File: src/rtl/twmrg_pkg.sv
`timescale 1ns / 1ps
`default_nettype none
package twmrg_pkg;

	// stream codes
	localparam logic STREAM_FWD = 1'b0;
	localparam logic STREAM_REV = 1'b1;

	// what the back end does with a queued item
	typedef enum logic [1:0] {
		KIND_NOP   = 2'd0,  // record or end marker on a closed stream
		KIND_LOAD  = 2'd1,  // record into its stream's head slot
		KIND_CLOSE = 2'd2   // end marker on an open stream
	} item_kind_t;

	typedef struct packed {
		item_kind_t kind;
		logic       from_rev;
	} item_ctl_t;

	localparam int CTL_W = $bits(item_ctl_t);

endpackage
`default_nettype wire

File: src/rtl/twmrg_front.sv
`timescale 1ns / 1ps
`default_nettype none
module twmrg_front #(
	parameter int REC_W = 322
) (
	input  wire logic                     clk,
	input  wire logic                     arst_n,
	input  wire logic                     in_valid,
	output logic                          in_ready,
	input  wire logic                     in_from_rev,
	input  wire logic                     in_end,
	input  wire logic [REC_W-1:0]         in_rec,
	output logic                          push,
	output twmrg_pkg::item_ctl_t          push_ctl,
	output logic [REC_W-1:0]              push_rec,
	input  wire logic                     queue_full
);

	logic [1:0] closed_q;
	logic       take;

	assign in_ready = !queue_full;
	assign take     = in_valid && in_ready;
	assign push     = take;
	assign push_rec = in_rec;

	always_comb begin
		push_ctl.from_rev = in_from_rev;
		if (closed_q[in_from_rev]) begin
			push_ctl.kind = twmrg_pkg::KIND_NOP;
		end else if (in_end) begin
			push_ctl.kind = twmrg_pkg::KIND_CLOSE;
		end else begin
			push_ctl.kind = twmrg_pkg::KIND_LOAD;
		end
	end

	// front keeps its own copy of the closed flags to classify items
	always_ff @(posedge clk or negedge arst_n) begin
		if (!arst_n) begin
			closed_q <= '0;
		end else if (take && in_end) begin
			closed_q[in_from_rev] <= 1'b1;
		end
	end

endmodule
`default_nettype wire

File: src/rtl/twmrg_queue.sv
`timescale 1ns / 1ps
`default_nettype none
module twmrg_queue #(
	parameter int W = 325
) (
	input  wire logic         clk,
	input  wire logic         arst_n,
	input  wire logic         push,
	input  wire logic [W-1:0] push_data,
	output logic              full,
	input  wire logic         pop,
	output logic              not_empty,
	output logic [W-1:0]      pop_data
);

	logic [W-1:0] mem_q [2];
	logic         wr_ptr_q;
	logic         rd_ptr_q;
	logic [1:0]   cnt_q;

	assign full      = (cnt_q == 2'd2);
	assign not_empty = (cnt_q != 2'd0);
	assign pop_data  = mem_q[rd_ptr_q];

	always_ff @(posedge clk) begin
		if (push) begin
			mem_q[wr_ptr_q] <= push_data;
		end
	end

	always_ff @(posedge clk or negedge arst_n) begin
		if (!arst_n) begin
			wr_ptr_q <= 1'b0;
			rd_ptr_q <= 1'b0;
			cnt_q    <= 2'd0;
		end else begin
			if (push) begin
				wr_ptr_q <= !wr_ptr_q;
			end
			if (pop) begin
				rd_ptr_q <= !rd_ptr_q;
			end
			if (push && !pop) begin
				cnt_q <= cnt_q + 2'd1;
			end else if (pop && !push) begin
				cnt_q <= cnt_q - 2'd1;
			end
		end
	end

endmodule
`default_nettype wire

File: src/rtl/twmrg_back.sv
`timescale 1ns / 1ps
`default_nettype none
module twmrg_back #(
	parameter int POSITION_WIDTH = 40,
	parameter int NUMBER_WIDTH   = 32,
	parameter int REC_W          = 5 * NUMBER_WIDTH + 4 * POSITION_WIDTH + 2
) (
	input  wire logic                 clk,
	input  wire logic                 arst_n,
	input  wire logic                 item_valid,
	output logic                      item_pop,
	input  wire twmrg_pkg::item_ctl_t item_ctl,
	input  wire logic [REC_W-1:0]     item_rec,
	output logic                      out_valid,
	input  wire logic                 out_ready,
	output logic [REC_W-1:0]          out_rec,
	output logic                      out_from_rev,
	output logic                      out_done
);

	localparam int NW    = NUMBER_WIDTH;
	localparam int PW    = POSITION_WIDTH;
	localparam int O_SY  = NW;
	localparam int O_DG  = 2 * NW;
	localparam int O_XS  = O_DG + PW + 1;
	localparam int O_LN  = O_XS + PW;
	localparam int O_YS  = O_LN + PW;
	localparam int O_BK  = O_YS + PW;
	localparam int O_ST  = O_BK + NW;
	localparam int O_SC  = O_ST + 1;
	localparam int KEY_W = 4 * NW + 4 * PW + 2;

	logic [REC_W-1:0] head_q [2];
	logic [1:0]       valid_q;
	logic [1:0]       closed_q;
	logic             m_valid_q;
	logic [REC_W-1:0] m_rec_q;
	logic             m_from_rev_q;
	logic             m_done_q;

	logic [REC_W-1:0] nxt_head [2];
	logic [1:0]       nxt_valid;
	logic [1:0]       nxt_closed;
	logic [KEY_W-1:0] key_f;
	logic [KEY_W-1:0] key_r;
	logic             emit;
	logic             sel;
	logic             done;
	logic             s;

	// signed fields flip their sign bit, strand inverts so forward ranks above
	function automatic logic [KEY_W-1:0] sort_key(input logic [REC_W-1:0] r);
		sort_key = {r[NW-1:0], r[O_SY +: NW], !r[O_XS-1], r[O_DG +: PW],
			r[O_XS +: PW], r[O_LN +: PW], r[O_YS +: PW],
			!r[O_ST-1], r[O_BK +: NW-1], !r[O_ST], r[O_SC +: NW]};
	endfunction

	assign s        = item_ctl.from_rev;
	assign item_pop = item_valid && (!m_valid_q || out_ready);

	always_comb begin
		nxt_head[0] = head_q[0];
		nxt_head[1] = head_q[1];
		nxt_valid   = valid_q;
		nxt_closed  = closed_q;
		case (item_ctl.kind)
			twmrg_pkg::KIND_LOAD: begin
				nxt_head[s]  = item_rec;
				nxt_valid[s] = 1'b1;
			end
			twmrg_pkg::KIND_CLOSE: begin
				nxt_closed[s] = 1'b1;
			end
			default: ;
		endcase
	end

	always_comb begin
		key_f = sort_key(nxt_head[0]);
		key_r = sort_key(nxt_head[1]);
		emit  = 1'b0;
		sel   = twmrg_pkg::STREAM_FWD;
		done  = 1'b0;
		if (nxt_valid[0] && nxt_valid[1]) begin
			emit = 1'b1;
			sel  = (key_f >= key_r) ? twmrg_pkg::STREAM_REV : twmrg_pkg::STREAM_FWD;
		end else if (nxt_valid[0] && nxt_closed[1]) begin
			emit = 1'b1;
			sel  = twmrg_pkg::STREAM_FWD;
		end else if (nxt_valid[1] && nxt_closed[0]) begin
			emit = 1'b1;
			sel  = twmrg_pkg::STREAM_REV;
		end else if (nxt_closed == 2'b11 && nxt_valid == 2'b00) begin
			done = 1'b1;
		end
	end

	always_ff @(posedge clk) begin
		if (item_pop && item_ctl.kind == twmrg_pkg::KIND_LOAD) begin
			head_q[s] <= item_rec;
		end
		if (item_pop) begin
			m_rec_q      <= emit ? nxt_head[sel] : '0;
			m_from_rev_q <= emit && sel;
			m_done_q     <= done;
		end
	end

	always_ff @(posedge clk or negedge arst_n) begin
		if (!arst_n) begin
			valid_q   <= '0;
			closed_q  <= '0;
			m_valid_q <= 1'b0;
		end else begin
			if (item_pop) begin
				// the emitted head leaves its slot
				valid_q   <= emit ? (nxt_valid & ~(2'b01 << sel)) : nxt_valid;
				closed_q  <= nxt_closed;
				m_valid_q <= emit || done;
			end else if (out_ready) begin
				m_valid_q <= 1'b0;
			end
		end
	end

	assign out_valid    = m_valid_q;
	assign out_rec      = m_rec_q;
	assign out_from_rev = m_from_rev_q;
	assign out_done     = m_done_q;

endmodule
`default_nettype wire

File: src/rtl/two_way_sorted_record_merge_core.sv
// Two-way merge of sorted record streams into one sorted stream.
// Slave channel s_axis_*: one item per record or end marker. tuser[0] picks
// the stream (0 forward, 1 reverse), tuser[1] marks the end of that stream.
// Master channel m_axis_*: the emitted record, or a done item (tuser[1])
// once both streams have ended; tuser[0] names the stream whose next item
// the producer sends. Records compare on seq_x, seq_y, diagonal, x_start,
// length, y_start, block, strand (reverse first) and score; reverse wins ties.
// A front stage classifies each item against the closed flags and pushes
// it into a two-entry queue; the back stage updates the head slots, does
// one wide key compare and loads the output register.
// An accepted item waits in the queue until the back stage pops it.
// Throughput: one item per cycle, limited by the back stage taking one
// queued item per cycle when the output register is free or being taken.
// Reset clears both head slots and reopens both streams. When m_axis_tready
// is low the output register holds; the queue then fills and s_axis_tready
// drops two items later.
`timescale 1ns / 1ps
`default_nettype none
module two_way_sorted_record_merge_core #(
	parameter int POSITION_WIDTH = 40,
	parameter int NUMBER_WIDTH   = 32,
	localparam int REC_W  = 5 * NUMBER_WIDTH + 4 * POSITION_WIDTH + 2,
	localparam int DATA_W = ((REC_W + 7) / 8) * 8
) (
	input  wire logic              clk,
	input  wire logic              arst_n,
	input  wire logic              s_axis_tvalid,
	output logic                   s_axis_tready,
	// seq_x, seq_y, diagonal, x_start, frag_length, y_start, block_id,
	// strand_reverse, score, payload_tag, zero pad
	input  wire logic [DATA_W-1:0] s_axis_tdata,
	// from_reverse, stream_end
	input  wire logic [1:0]        s_axis_tuser,
	output logic                   m_axis_tvalid,
	input  wire logic              m_axis_tready,
	// out_seq_x, out_seq_y, out_diagonal, out_x_start, out_length, out_y_start,
	// out_block, out_strand_reverse, out_score, out_tag, zero pad
	output logic [DATA_W-1:0]      m_axis_tdata,
	// out_from_reverse, merge_done
	output logic [1:0]             m_axis_tuser
);

	localparam int Q_W = twmrg_pkg::CTL_W + REC_W;

	logic                 push;
	twmrg_pkg::item_ctl_t push_ctl;
	logic [REC_W-1:0]     push_rec;
	logic                 queue_full;
	logic                 q_pop;
	logic                 q_valid;
	logic [Q_W-1:0]       q_data;
	twmrg_pkg::item_ctl_t q_ctl;
	logic [REC_W-1:0]     q_rec;
	logic [REC_W-1:0]     out_rec;
	logic                 out_from_rev;
	logic                 out_done;

	twmrg_front #(.REC_W(REC_W)) u_front (
		.clk        (clk),
		.arst_n     (arst_n),
		.in_valid   (s_axis_tvalid),
		.in_ready   (s_axis_tready),
		.in_from_rev(s_axis_tuser[0]),
		.in_end     (s_axis_tuser[1]),
		.in_rec     (s_axis_tdata[REC_W-1:0]),
		.push       (push),
		.push_ctl   (push_ctl),
		.push_rec   (push_rec),
		.queue_full (queue_full)
	);

	twmrg_queue #(.W(Q_W)) u_queue (
		.clk      (clk),
		.arst_n   (arst_n),
		.push     (push),
		.push_data({push_ctl, push_rec}),
		.full     (queue_full),
		.pop      (q_pop),
		.not_empty(q_valid),
		.pop_data (q_data)
	);

	assign q_ctl = twmrg_pkg::item_ctl_t'(q_data[Q_W-1:REC_W]);
	assign q_rec = q_data[REC_W-1:0];

	twmrg_back #(
		.POSITION_WIDTH(POSITION_WIDTH),
		.NUMBER_WIDTH  (NUMBER_WIDTH),
		.REC_W         (REC_W)
	) u_back (
		.clk         (clk),
		.arst_n      (arst_n),
		.item_valid  (q_valid),
		.item_pop    (q_pop),
		.item_ctl    (q_ctl),
		.item_rec    (q_rec),
		.out_valid   (m_axis_tvalid),
		.out_ready   (m_axis_tready),
		.out_rec     (out_rec),
		.out_from_rev(out_from_rev),
		.out_done    (out_done)
	);

	always_comb begin
		m_axis_tdata              = '0;
		m_axis_tdata[REC_W-1:0]   = out_rec;
		m_axis_tuser              = {out_done, out_from_rev};
	end

endmodule
`default_nettype wire
File: config.mk
export PLATFORM = sky130hd
export DESIGN_NAME = two_way_sorted_record_merge_core
export DESIGN_NICKNAME = d
export VERILOG_FILES = /design/src/rtl/twmrg_pkg.sv /design/src/rtl/twmrg_front.sv /design/src/rtl/twmrg_queue.sv /design/src/rtl/twmrg_back.sv /design/src/rtl/two_way_sorted_record_merge_core.sv
export SDC_FILE = /design/constraint.sdc
export NUM_CORES = 2
export LEC_CHECK = 0
export ABC_AREA = 1
export BUFFER_PORTS_ARGS = -buffer_cell sky130_fd_sc_hd__buf_2
export CAP_MARGIN = 20
export CORE_UTILIZATION = 45
export CTS_CLUSTER_DIAMETER = 30
export DETAILED_ROUTE_END_ITERATION = 16
export SLEW_MARGIN = 20
export SYNTH_ARGS = -nofsm -noshare
export SYNTH_HDL_FRONTEND = slang
export SYNTH_SLANG_ARGS = --single-unit
File: constraint.sdc
create_clock -name clk -period 61.5 [get_ports clk]
set_input_delay 3.075 -clock clk [delete_from_list [all_inputs] [get_ports clk]]
set_output_delay 3.075 -clock clk [all_outputs]
set_load 0.005 [all_outputs]
## Yosys cells after proc, flatten, opt, wreduce, memory -nomap -nowiden

Memory sizes are Yosys's and may differ from the RTL's.
Index checks and enable logic that the tools add are counted.

- RAM bits: 1294
- Output and inout bits: 332
- Memories kept: 2
- Register bits: 335

Memory list:

| memory | words | bits a word | rd ports | clocked after memory_dff | wr ports | line | text |
|---|---|---|---|---|---|---|---|
| u_queue.mem_q | 2 | 325 | 1 | 0 | 1 | twmrg_queue.sv:16 | `logic [W-1:0] mem_q [2];` |
| u_back.head_q | 2 | 322 | 2 | 0 | 1 | twmrg_back.sv:33 | `logic [REC_W-1:0] head_q [2];` |

- $lt $le $gt $ge: 8
- Eq/ne operators: 4
- Bitwise logic cells: 7
- Add/sub/neg operators: 2
- Multiplexer cells: 36
- Shift-type cells: 1
- Reductions and logical operators: 32

Operators by type and width:

| operator | count |
|---|---|
| $mux 322 | 4 |
| $bwmux 644 | 1 |
| $mux 644 | 1 |
| $demux 322 s1 | 1 |
| $ge 290x290->1 | 1 |
| $mux 1 | 20 |
| $logic_and 1x1->1 | 14 |
| $mux 2 | 7 |
| $logic_not 1->1 | 12 |
| $eq 2x2->1 const B | 3 |
| $or 2x2->2 | 3 |
| $reduce_bool 2->1 | 3 |
| $ge 2x2->1 const B | 2 |
| $lt 1x2->1 const B | 2 |
| $not 1->2 | 2 |
| $add 2x1->2 const B | 1 |
| $and 2x2->2 | 1 |
| $demux 1 s1 | 2 |
| $eq 2x1->1 const B | 1 |
| $ge 1x1->1 const B | 2 |
| $logic_not 2->1 | 1 |
| $logic_or 1x1->1 | 2 |
| $lt 2x1->1 const B | 1 |
| $not 2->2 | 1 |
| other kinds (2) | 2 |

## Longest topological paths before layout

An unclocked memory read counts as a cell.

- Depth in word-level cells: 16
- Depth in mapped cells: 35
- Gate-level depth less buffers: 30

## By module

From an unflattened synthesis, not the netlist that was laid out.

- Cells, all modules: 5684
- Area total of the unflattened synthesis: 74312.5 µm²

By module, submodules not included:

| module | instances | cells an instance | area each (µm²) |
|---|---|---|---|
| twmrg_back | 1 | 4299 | 47518.1 |
| twmrg_queue | 1 | 1036 | 24193.2 |
| twmrg_front | 1 | 340 | 2537.4 |
| two_way_sorted_record_merge_core | 1 | 9 | 63.8 |

## Worst setup path before layout

Ideal clock, no wire load.

- Kind: input -> register
- From: in m_axis_tready
- To: mem u_back.head_q[1][0], enable pin
- Setup time: 1015 ps
- Path slack: 25347 ps
- Data arrival time: 35138 ps
- Data required time: 60485 ps
- Stages: 4
- Cell sequence: nor2_1 -> a21oi_1 -> inv_1 -> nor2_1

- Word-level cells in the longest chain between the ends: 5

Ends and longest elaborated chain:

| element | line | text |
|---|---|---|
| from (decl) | two_way_sorted_record_merge_core.sv:35 | `input wire logic m_axis_tready,` |
| $logic_or 1x1->1 | twmrg_back.sv:59 | `assign item_pop = item_valid && (!m_valid_q \|\| out_ready);` |
| $logic_and 1x1->1 | twmrg_back.sv:59 |  |
| named net q_pop | two_way_sorted_record_merge_core.sv:49 | `logic q_pop;` |
| $logic_and 1x1->1 | twmrg_back.sv:99 | `if (item_pop && item_ctl.kind == twmrg_pkg::KIND_LOAD) begin` |
| $mux 1 | twmrg_back.sv:99 |  |
| $mux 1 (implied by the code) | twmrg_back.sv:100 | `head_q[s] <= item_rec;` |
| to (decl) | twmrg_back.sv:33 |  |

The timed path passes the listed nets, and every way through them passes these cells.

## Worst setup path in the final report

- From: reg u_queue.rd_ptr_q
- To: reg u_back.m_rec_q[116], in the netlist u_back.out_rec[116] (data pin)

- Word-level cells in the longest chain between the ends: 16
- Elaborated cells between the ends (all ways): 40
- Classes of those cells: order compare (5); eq/ne (2); mux (17); bitwise (4); reduce/logical (11); memory (1)

Ends and longest elaborated chain:

| element | line | text |
|---|---|---|
| from (decl) | twmrg_queue.sv:18 | `logic rd_ptr_q;` |
| from (signal assigned) | twmrg_queue.sv:41 | `rd_ptr_q <= !rd_ptr_q;` |
| $mem_v2 2x325 (*) | -- |  |
| $not 1->2 (implied by the code) | twmrg_back.sv:68 | `nxt_head[s] = item_rec;` |
| $ge 2x2->1 (implied by the code) or $lt 2x1->1 (tied branches) | twmrg_back.sv:68 |  |
| $logic_and 1x1->1 (implied by the code) | twmrg_back.sv:68 |  |
| $mux 322 (implied by the code) | twmrg_back.sv:68 |  |
| $demux 322 s1 | twmrg_back.sv:68 |  |
| $bwmux 644 | twmrg_back.sv:68 |  |
| $mux 644 | twmrg_back.sv:66 | `case (item_ctl.kind)` |
| $logic_not 1->1 (on tied branches) | twmrg_back.sv:55, twmrg_back.sv:53 |  |
| $ge 290x290->1 | twmrg_back.sv:86 | `sel = (key_f >= key_r) ? twmrg_pkg::STREAM_REV : twmrg_pkg::STREAM_FWD;` |
| $mux 1 | twmrg_back.sv:86 |  |
| $mux 1 | twmrg_back.sv:84 | `if (nxt_valid[0] && nxt_valid[1]) begin` |
| $not 1->2 (implied by the code) | twmrg_back.sv:103 | `m_rec_q <= emit ? nxt_head[sel] : '0;` |
| $mux 322 (implied by the code) (3 in series) | twmrg_back.sv:103 |  |
| to (signal assigned) | twmrg_back.sv:103 |  |
| to (decl) | twmrg_back.sv:37 | `logic [REC_W-1:0] m_rec_q;` |

Mark *: on every way between the ends. The rest lies on a longest branch, timed or not. The select of a mux whose other input is x is not followed.
A chain may end at the register's enable or synchronous reset.

==> flow_metrics.env <==
export IMPL_multiInputGateArea_mm2=0.02145
export IMPL_period_needed_ns=9.386
export IMPL_critPathKind="reg -> reg"
export IMPL_layout_worst_path_cycle_share_pct=15.26
export IMPL_initial_core_util_pct=45.42
export IMPL_clk_path_buf_depth=4
export IMPL_fillers=14076
export IMPL_drtIter0Drc=3805
export IMPL_post_cts_buffers=0
export IMPL_hold_buffers=0
export IMPL_max_vdd_ir_drop_mv=0.04137
export IMPL_ys_warn_count=0
export IMPL_design_area_mm2=0.09407
export IMPL_dieArea_mm2=0.1706
export IMPL_drt_total_wl_mm=205.0
export IMPL_yosysUniqueCellTypes=37
export IMPL_firstDrtPassIters=8
export IMPL_clkTransAtPathRegs_ns=0.04
export IMPL_clk_latency_ns=0.94
export IMPL_grt_overflow_total=0
export IMPL_async_reset_ff_share_pct=0.6753
export IMPL_setup_viol=0
export IMPL_numCtsBuffers=380
export IMPL_yosysTopAreaCell="edfxtp_1"
export IMPL_area_growth_pct=23.71
export IMPL_final_seq_area_mm2=0.04887
export IMPL_synth_seq_area_share_pct=64.26
export IMPL_setup_tns_final_ns=0
export IMPL_max_stage_delay_ns=0.96
export IMPL_nets=8536
export IMPL_dp_hpwl_mm=127.4
export IMPL_leakagePower_uw=0.04255
export IMPL_yosysMostFrequentCell="edfxtp_1"
export IMPL_netlist_area_mm2=0.07604
export IMPL_gp_congestion=0.8411
export IMPL_core_area_mm2=0.1674
export IMPL_drtAntennaViolNets=0
export IMPL_status="complete, no violations"
export IMPL_cp_max_fo=163
export IMPL_rsz0062_at_grt="false"
export IMPL_antenna_found_initial=76
export IMPL_synth_ff_type="edfxtp_1"
export IMPL_clock_fmax_mhz=106.5
export IMPL_drv_cap=0
export IMPL_slew_viol_final=0
export IMPL_cp_common_cell="nand2_1"
export IMPL_worst_ep_arrival_time_ns=10.05
export IMPL_finalHoldViolCount=0
export IMPL_synthTopCellsByCount="1618 x edfxtp_1, 1411 x nand2_1, 1194 x inv_1"
export IMPL_clkSinkCount=1629
export IMPL_fin_util_pct=56.19
export IMPL_cts_resized=0
export IMPL_grt_max_degree=186
export IMPL_via_per_inst=4.960
export IMPL_power_density_mw_per_mm2=59.51
export IMPL_drive_above_1_share_pct=19.37
export IMPL_rows=150
export IMPL_wl_per_cell_um=19.65
export IMPL_cts_tree="yes"
export IMPL_synth_seq_cells=1629
export IMPL_synth_cells=7119
export IMPL_yosysTopAreaCellShare_pct=63.90
export IMPL_dieHeight_um=413.1
export IMPL_placed_area_mm2=0.08132
export IMPL_numPortBuffers=653
export IMPL_crit_required_ns=62.17
export IMPL_vias=51745
export IMPL_io_pins=666
export IMPL_start_kind="flop"
export IMPL_die_w_um=413.1
export IMPL_syn_avg_cell_area_um2=10.68
export IMPL_finalPower_uw=5598
export IMPL_worstMarginPinSlew_ns=1.372
export IMPL_max_slew_margin_pct=8.505
export IMPL_endpoint_kind="flop"
export IMPL_grt_pass1_vias=50680
export IMPL_grt_pass1_wl_mm=301.7
export IMPL_drt_drc_violations_left=0
export IMPL_cp_slowest_cell="inv_8"
export IMPL_htree_levels=5
export IMPL_synth_area_leaders="edfxtp_1 64%, nand2_1 7.0%, inv_1 5.9%"
export IMPL_min_path_type="reg -> reg"
export IMPL_synth_edf_count=1618
export IMPL_track_usage_pct=23.68
export IMPL_clk_root_buffer_cell="clkbuf_16"
export IMPL_fin_skew_ns=0.06798
==> registers in the layout (all words and copies together), names as in the netlist <==
name,flops
u_back.out_rec,322
u_queue.cnt_q,2
u_back.head_q,644
u_queue.wr_ptr_q,1
u_back.valid_q,2
u_queue.mem_q,650
u_front.closed_q,2
u_back.out_done,1
u_back.closed_q,2
u_back.out_from_rev,1
u_queue.rd_ptr_q,1
u_back.out_valid,1
==> final cells by class <==
cell class / instances / area share, %
diodes: 23 / 0.06119
clock inverters: 247 / 2.977
multi-input cells: 4002 / 22.80
well taps: 2204 / 2.932
inverters: 1194 / 4.773
repair buffers: 704 / 4.005
flip-flops and latches: 1629 / 51.95
clock buffers: 429 / 10.51
==> worst paths after layout <==
| check | depth (start not counted) | slack, ns | from | endpoint |
|---|---|---|---|---|
| setup / recovery | 29 | 52.11 | u_queue.rd_ptr_q | u_back.out_rec[116] |
| hold / removal | 2 | 0.46 | u_front.closed_q[0] | u_front.closed_q[0] |
| setup reg to reg | 29 | 52.11 | u_queue.rd_ptr_q | u_back.out_rec[116] |
| hold reg to reg | 2 | 0.46 | u_front.closed_q[0] | u_front.closed_q[0] |
| max in group asynchronous | 1 | 59.19 | arst_n | u_queue.rd_ptr_q |
| min in group asynchronous | 1 | 2.02 | arst_n | u_queue.wr_ptr_q |
==> worst max-delay path: cells and delay by family (launching register included) <==
family	cells	cell delay [ns]
buf+inv	7	3.78
simple gates	18	3.40
flops	1	0.74
compound gates	3	0.58
fa+ha+maj	1	0.24
==> kinds of logic after synthesis <==
| group | synth area share (%) |
|---|---|
| fa+ha+maj | 4.788 |
| buf+inv | 7.676 |
| xor+xnor | 0.03456 |
| flops | 64.26 |
| mux | 3.462 |
| compound gates | 5.986 |
| simple gates | 13.79 |
| other cells | 0.004932 |
==> report_power, final <==
group,internal [uW],leakage [uW],switching [uW]
logic,542,0.0211,1290
registers,1690,0.0154,96.8
clock network,1370,0.00609,612
total,3600,0.0426,2000
==> routing by layer <==
metal | up-vias | share of wire [%] | wire, um | track usage, %
li1 | 25149 | - | - | -
met3 | 475 | 8.0 | 16340 | 6.912
met2 | 1553 | 47 | 95590 | 37.91
met4 | 62 | 3.5 | 7198 | 9.575
met5 | - | 0.19 | 394 | 0
met1 | 24506 | 42 | 85510 | 30.06
==> stage by stage <==
stage	hold slack, ns	worst slack, ns	instances
after global routing	0.5005	51.33	10419
after global placement	0.4396	52.05	9733
final	0.4560	52.11	10432
after detailed placement	0.4498	51.95	9733
after CTS	0.4697	51.97	10409
after floorplan	0.4240	25.35	7124
==> cells in the final DEF, fill, tap and decap left out, types with 4 or more instances in the layout <==
master	count
diode_2	23
a21o_1	8
inv_6	17
o21ai_0	688
clkbuf_8	4
bufinv_16	54
buf_4	41
nand4_1	17
conb_1	6
nand3_1	83
nor2_1	716
edfxtp_1	1618
nor3_1	6
a21oi_1	151
o21bai_1	6
nand2_1	1410
clkinvlp_4	42
nor2_4	4
inv_1	1192
dfrtp_1	10
ha_1	291
mux2i_1	263
o21ai_1	24
or2_2	292
clkinv_2	52
clkbuf_1	38
buf_12	9
clkbuf_16	387
o21a_1	13
buf_2	653
clkinv_1	58
clkinv_4	21
(Power assumes the default switching activity.)
